## src/hdl/prt_pkg.sv

```systemverilog
// prt_pkg: shared types and codes for the pending request tracker
// beat payloads, command / result / register codes, cell-chain structs
// no dependencies
package prt_pkg;

	// width of the broadcast allocation count carried by the scan token
	localparam int DONE_W = 7;

	// input commands
	typedef enum logic [1:0] {
		CMD_SEND  = 2'd0,
		CMD_RESP  = 2'd1,
		CMD_TICK  = 2'd2,
		CMD_QUERY = 2'd3
	} cmd_t;

	// result kinds
	typedef enum logic [2:0] {
		KIND_SENT_OK        = 3'd0,
		KIND_REFUSED_UNSENT = 3'd1,
		KIND_REFUSED_SENT   = 3'd2,
		KIND_RESPONSE       = 3'd3,
		KIND_TIMEOUT        = 3'd4,
		KIND_REPLY          = 3'd5
	} kind_t;

	// configuration register indexes
	typedef enum logic [2:0] {
		REG_OWN_NODE_ID       = 3'd0,
		REG_TIMEOUT_TICKS     = 3'd1,
		REG_HARDWARE_REVISION = 3'd2,
		REG_SOFTWARE_REVISION = 3'd3,
		REG_ID_DISTRIBUTION   = 3'd4,
		REG_HEADER_TYPE       = 3'd5
	} cfg_reg_t;

	// operation run by the cell chain during one scan
	typedef enum logic [1:0] {
		OP_UNI  = 2'd0,
		OP_BC   = 2'd1,
		OP_RESP = 2'd2,
		OP_TICK = 2'd3
	} op_t;

	// input beat
	typedef struct packed {
		logic [1:0]  cmd;
		logic [7:0]  node_id;
		logic [7:0]  requester_tag;
		logic [63:0] now_time;
		logic        resp_is_four_bytes;
		logic [31:0] resp_data;
	} item_t;

	// result beat
	typedef struct packed {
		logic [2:0]  kind;
		logic [7:0]  peer_node;
		logic [7:0]  tag;
		logic [31:0] data;
		logic        last;
	} result_t;

	// configuration write beat
	typedef struct packed {
		logic [2:0]  index;
		logic [31:0] value;
	} cfg_wr_t;

	// scan token handed from cell to cell
	typedef struct packed {
		logic              want;
		logic [7:0]        next_id;
		logic [DONE_W-1:0] done;
	} scan_t;

	// controller broadcast to every cell
	typedef struct packed {
		logic        adv;
		op_t         op;
		logic [7:0]  node;
		logic [7:0]  tag;
		logic [7:0]  own_id;
		logic [63:0] deadline;
		logic [63:0] now;
	} cell_ctl_t;

	// per-cell report, zero unless the cell acts
	typedef struct packed {
		logic       hit;
		logic       alloc;
		logic [7:0] node;
		logic [7:0] tag;
	} cell_rpt_t;

endpackage

```

## src/hdl/prt_cell.sv

```systemverilog
// prt_cell: one table entry of the tracker plus its scan token stage
// depends on prt_pkg
module prt_cell #(
	parameter int FOREIGN_NODES = 31
) (
	input  logic              clk,
	input  logic              arst_n,
	input  prt_pkg::cell_ctl_t ctl,
	input  logic              tok_in_v,
	input  prt_pkg::scan_t    tok_in,
	output logic              tok_out_v,
	output prt_pkg::scan_t    tok_out,
	output prt_pkg::cell_rpt_t rpt
);
	import prt_pkg::*;

	logic [7:0]  node_q;
	logic [7:0]  tag_q;
	logic [63:0] dl_q;
	logic        tok_v_q;
	scan_t       tok_q;

	logic        wr_en;
	logic        clr_en;
	logic [7:0]  wr_node;
	logic [7:0]  bc_id;

	// entry action while the token sits here
	always_comb begin
		tok_out = tok_q;
		wr_en   = 1'b0;
		clr_en  = 1'b0;
		wr_node = ctl.node;
		bc_id   = (tok_q.next_id == ctl.own_id) ? tok_q.next_id + 8'd1 : tok_q.next_id;
		if (tok_v_q) begin
			unique case (ctl.op)
				OP_UNI: begin
					if (tok_q.want && node_q == 8'd0) begin
						wr_en        = 1'b1;
						tok_out.want = 1'b0;
					end
				end
				OP_BC: begin
					if (node_q == 8'd0 && int'(tok_q.done) < FOREIGN_NODES) begin
						wr_en           = 1'b1;
						wr_node         = bc_id;
						tok_out.next_id = bc_id + 8'd1;
						tok_out.done    = tok_q.done + DONE_W'(1);
					end
				end
				OP_RESP: begin
					if (tok_q.want && node_q == ctl.node) begin
						clr_en       = 1'b1;
						tok_out.want = 1'b0;
					end
				end
				OP_TICK: begin
					if (node_q != 8'd0 && dl_q < ctl.now)
						clr_en = 1'b1;
				end
				default: ;
			endcase
		end
	end

	// report toward the controller
	always_comb begin
		rpt       = '0;
		rpt.alloc = wr_en;
		rpt.hit   = clr_en;
		if (clr_en) begin
			rpt.node = node_q;
			rpt.tag  = tag_q;
		end
	end

	assign tok_out_v = tok_v_q;

	// token stage and entry node, zero node means free
	always_ff @(posedge clk or negedge arst_n) begin
		if (!arst_n) begin
			tok_v_q <= 1'b0;
			node_q  <= 8'd0;
		end else if (ctl.adv) begin
			tok_v_q <= tok_in_v;
			if (wr_en)
				node_q <= wr_node;
			else if (clr_en)
				node_q <= 8'd0;
		end
	end

	// token payload and entry contents
	always_ff @(posedge clk) begin
		if (ctl.adv) begin
			tok_q <= tok_in;
			if (wr_en) begin
				tag_q <= ctl.tag;
				dl_q  <= ctl.deadline;
			end
		end
	end

endmodule

```

## config.mk

```make
export PLATFORM = sky130hd
export DESIGN_NAME = prt_cell
export DESIGN_NICKNAME = d
export VERILOG_FILES = /design/src/hdl/prt_pkg.sv /design/src/hdl/prt_cell.sv
export SDC_FILE = /design/constraint.sdc
export NUM_CORES = 1
export LEC_CHECK = 0
export ABC_AREA = 1
export BUFFER_PORTS_ARGS = -buffer_cell sky130_fd_sc_hd__buf_2
export CORE_MARGIN = 4
export CORE_UTILIZATION = 40
export CTS_BUF_LIST = sky130_fd_sc_hd__clkbuf_8
export DETAILED_ROUTE_END_ITERATION = 12
export GPL_TIMING_DRIVEN = 0
export MAX_ROUTING_LAYER = met4
export PLACE_DENSITY = 0.69
export REMOVE_ABC_BUFFERS = 1
export SLEW_MARGIN = 25
export SYNTH_ARGS = -nofsm -noshare
export SYNTH_HDL_FRONTEND = slang
export SYNTH_SLANG_ARGS = --single-unit
```

## constraint.sdc

```tcl
create_clock -name clk -period 7.3 [get_ports clk]
set_input_delay 1.825 -clock clk [delete_from_list [all_inputs] [get_ports clk]]
set_output_delay 1.825 -clock clk [all_outputs]
set_load 0.01 [all_outputs]
```

; Word-level counts from Yosys, hierarchy flattened
; Cells that the tools add are included.
; Widths: inputs -> output; s select.
[op_classes]
addsub = 3
multipliers = 0
n_div = 0
magnitude_cmp = 2
eq_ne = 5
shifts = 0
n_mux = 21
bitwise_logic = 0
n_reduce_logical = 10
[op_table]
columns = cell, count
row1 = $lt 64x64->1, 1
row2 = $mux 8, 6
row3 = $mux 16, 2
row4 = $mux 15, 2
row5 = $add 8x1->8 const B, 2
row6 = $eq 8x8->1, 2
row7 = $logic_not 8->1, 1
row8 = $mux 1, 8
row9 = $reduce_bool 8->1, 1
row10 = $add 7x1->7 const B, 1
row11 = $lt 7x5->1 const B, 1
row12 = $pmux 1 s2, 3
row13 = $eq 2x2->1 const B, 2
row14 = $logic_and 1x1->1, 4
row15 = $reduce_and 2->1, 2
row16 = $eq 2x1->1 const B, 1
row17 = $logic_not 2->1, 1
row18 = $reduce_bool 2->1, 1
[word_totals]
ff_bits = 97
latchBits = 0
ramBits = 0
mem_bits_ro = 0
input_bits = 174
out_inout_bits = 35
elab_cells = 48
mem_count = 0

; Longest topological paths before layout
[depth]
depth_word = 7
ltp_mapped = 19
depth_no_buf = 18

; Worst setup path before layout
; No wires, ideal clock.
[synth_path]
path_type = input port to flip-flop
from = input port ctl[152] (netlist name)
to = register node_q[1]
setup_ns = 0.084
arrival_time_ns = 6.432
t_required_ns = 7.216
setup_slack_ns = 0.785
cell_stages = 6
n_path_buf = 0
path_cell_list = inv_1 nor3_1 nand4_1 a21oi_1 o211ai_1 nand2_1
[synth_via]
elab_chain_len = 5
elab_cells_between_ends = 13
cone_classes = eq/ne: 3 / mux: 7 / reduce/logical: 3
[synth_rtl]
columns = item, line
row1 = start: declaration, prt_cell.sv:8  ; input prt_pkg::cell_ctl_t ctl,
row2 = "$eq 2x1->1, or another cell as far along", prt_cell.sv:36  ; unique case (ctl.op)
row3 = $pmux 1 s2, prt_cell.sv:36
row4 = $mux 1, prt_cell.sv:35  ; if (tok_v_q) begin
row5 = $reduce_bool 2->1 (no line), --
row6 = $reduce_and 2->1 (no line), --
row7 = end signal: assignment, prt_cell.sv:87  ; node_q <= wr_node;
row8 = end: declaration, prt_cell.sv:17  ; logic [7:0] node_q;
; Several ways; a longest one is shown, not always the timed one.
; A chain may end at the register's enable or synchronous reset.

==> flow_metrics.env <==
export IMPL_status="complete, no violations"
export IMPL_clockPowerShare=0.285
export IMPL_reg2reg_from="node_q[4]"
export IMPL_syn_inst=614
export IMPL_crit_required_ps=5480
export IMPL_cp_start_kind="input pin"
export IMPL_start_util=0.413
export IMPL_cts_max_level=3
export IMPL_p_sw_frac=0.275
export IMPL_p_leak_nw=3.73
export IMPL_drv_slew=0
export IMPL_postRouteAntennaNets=0
export IMPL_power_density_nw_per_um2=180
export IMPL_grt_busiest_layer="met2"
export IMPL_cp_max_fo=17
export IMPL_io_buffers=208
export IMPL_p_switching_mw=0.362
export IMPL_synth_edf_count=88
export IMPL_hold_path_class="flop to flop"
export IMPL_cts_resized_gates=0
export IMPL_grt_pass1_vias=4526
export IMPL_fp_dieW_um=128
export IMPL_async_flop_share=0.0928
export IMPL_utilization=0.521
export IMPL_drc=0
export IMPL_fp_dieArea_sq_um=16400
export IMPL_final_common_cell="buf_2"
export IMPL_setup_viol=0
export IMPL_rsz0062_at_grt="false"
export IMPL_post_cts_setup_buffers=0
export IMPL_slew_headroom=0.559
export IMPL_finalInstanceArea_sq_um=7290
export IMPL_clock_sinks=97
export IMPL_p_total_mw=1.31
export IMPL_clk_pin_slew_worst_paths_ps=90
export IMPL_yosys_most_used_dff="edfxtp_1"
export IMPL_combinationalPowerShare=0.201
export IMPL_wl_per_cell_um=13.3
export IMPL_hpwlAfterDp_um=11100
export IMPL_cts_tree="yes"
export IMPL_synthToLayoutAreaGrowth_pct=26.3
export IMPL_end_kind="output port"
export IMPL_route_vias_total=4705
export IMPL_met2_usage=0.271
export IMPL_root_buffer="clkbuf_8"
export IMPL_max_freq_ghz=0.174
export IMPL_fin_crit_ps=5750
export IMPL_grt_use_met1=0.206
export IMPL_crit_start="ctl[55]"
export IMPL_whs_ps=516
export IMPL_grt_pass1_wl_um=21000
export IMPL_critPathArrivalTime_ps=3920
export IMPL_yosysWarnings=0
export IMPL_ios=209
export IMPL_wl_um=13500
export IMPL_ir_drop_v=0.000108
export IMPL_drt_initial_drc_count=231
export IMPL_maxCapViolations=0
export IMPL_grt_max_degree=23
export IMPL_core_sq_um=14000
export IMPL_synth_seq_cells=97
export IMPL_p_seq_frac=0.514
export IMPL_antenna_found_initial=1
export IMPL_min_from="node_q[0]"
export IMPL_avgViaCountPerCell=4.65
export IMPL_final_cell_mix="208 x buf_2, 125 x inv_1, 113 x nand2_1"
export IMPL_reg2reg_slack_ps=4330
export IMPL_syn_area_sq_um=5770
export IMPL_p_int_mw=0.953
export IMPL_met3_usage=0.0333
export IMPL_final_hold_violation_count=0
export IMPL_track_usage=0.168
export IMPL_hold_buffers=0
export IMPL_path_class="input pin to output port"
export IMPL_skew_ps=11.4
export IMPL_clk_latency_ps=360
export IMPL_cts_buffer_depth=2
export IMPL_place_area_sq_um=7080
export IMPL_yosysSeqAreaShare=0.497
export IMPL_gp_congestion=0.880
export IMPL_tightest_slew_ps=661
export IMPL_post_route_period_util=0.788
export IMPL_finalNetCount=1066
export IMPL_ys_types=32
export IMPL_die_h_um=128
export IMPL_grt_ovfl_total=0
export IMPL_num_rows=43
export IMPL_dr_pass1_iters=4
export IMPL_drive_gt1_frac=0.282
export IMPL_avgSynthCellArea_sq_um=9.40
export IMPL_numCtsBuffers=9
[worst max-delay path, cell delays in order]
cell     delay (ps)
buf_2            80
inv_1            30
ha_1            290
nand2_1          70
nor2_1          140
nand4_1         110
nor3_1          240
and3_1          210
nand2_1          60
nand3_1          70
nand2_1          70
nand2_1         470
nor2_1           80
buf_2           170
[cells in the mapped netlist, types with 4 or more instances]
master,n,area (sq um)
o21ai_0,19,95.1
dfrtp_1,9,225
inv_1,125,469
a21oi_1,34,170
o211ai_1,7,52.6
nor2_1,49,184
clkbuf_1,4,15.0
nand2_1,113,424
nand3_1,27,135
nor3_1,13,65.1
o21ai_1,4,20.0
xnor2_1,5,43.8
nand4_1,13,81.3
ha_1,66,826
xor2_1,16,140
edfxtp_1,88,2640
[state kept, by name (all words and copies together) (netlist names)]
name / cells
dl_q: 64
tok_q: 16
node_q: 8
tag_q: 8
tok_out_v: 1
[final timing paths]
path / cells after the start / end
worst max-delay path: 14 / rpt[11]
min in group asynchronous: 1 / node_q[4]
max in group asynchronous: 1 / node_q[7]
worst min register to register: 2 / node_q[0]
worst max register to register: 7 / dl_q[18]
worst min-delay path: 2 / node_q[0]
[logic make-up (layout without fill, tap and decap cells)]
family,after synthesis,after routing,share of synthesized area
other,0,2,0
multiplexers,1,1,0.00195
adder cells (fa/ha/maj),66,66,0.143
flip-flops,97,97,0.497
AO/OA/AOI/OAI,69,69,0.0652
buffers and inverters,137,353,0.0923
XOR/XNOR,21,21,0.0319
AND/OR/NAND/NOR,223,223,0.169
[layout make-up]
type / instances / area, sq um
Fill cell: 1320 / 6700
Sequential cell: 97 / 2870
Multi-Input combinational cell: 380 / 2380
Timing Repair Buffer: 211 / 1120
Inverter: 127 / 477
Tap cell: 180 / 225
Clock buffer: 9 / 124
Clock inverter: 6 / 83.8
Antenna cell: 2 / 5.00
[power by group through the flow]
stage               Clock, mW  Sequential, mW  Combinational, mW
floorplan                   0           0.683              0.162
global placement            0           0.689              0.255
detailed placement          0           0.688              0.268
CTS                     0.392           0.675              0.269
global route            0.418           0.679              0.307
finish                  0.375           0.675              0.265
[metal layers]
layer | vias up | wire (um)
li1 | 2453 | -
met1 | 2091 | 5800
met2 | 134 | 6450
met3 | 27 | 834
met4 | 0 | 363
met5 | - | 0
[per-stage QoR]
| stage | setup WS (ps) | TNS (ps) | instances |
|---|---|---|---|
| after global placement | -1390 | -96900 | 992 |
| after detailed placement | 1520 | 0 | 995 |
| after global routing | 1200 | 0 | 1011 |
| after floorplan | 784 | 0 | 604 |
| final | 1550 | 0 | 1012 |
| after CTS | 1500 | 0 | 1010 |
No activity file was read; power rests on OpenSTA's default activity.
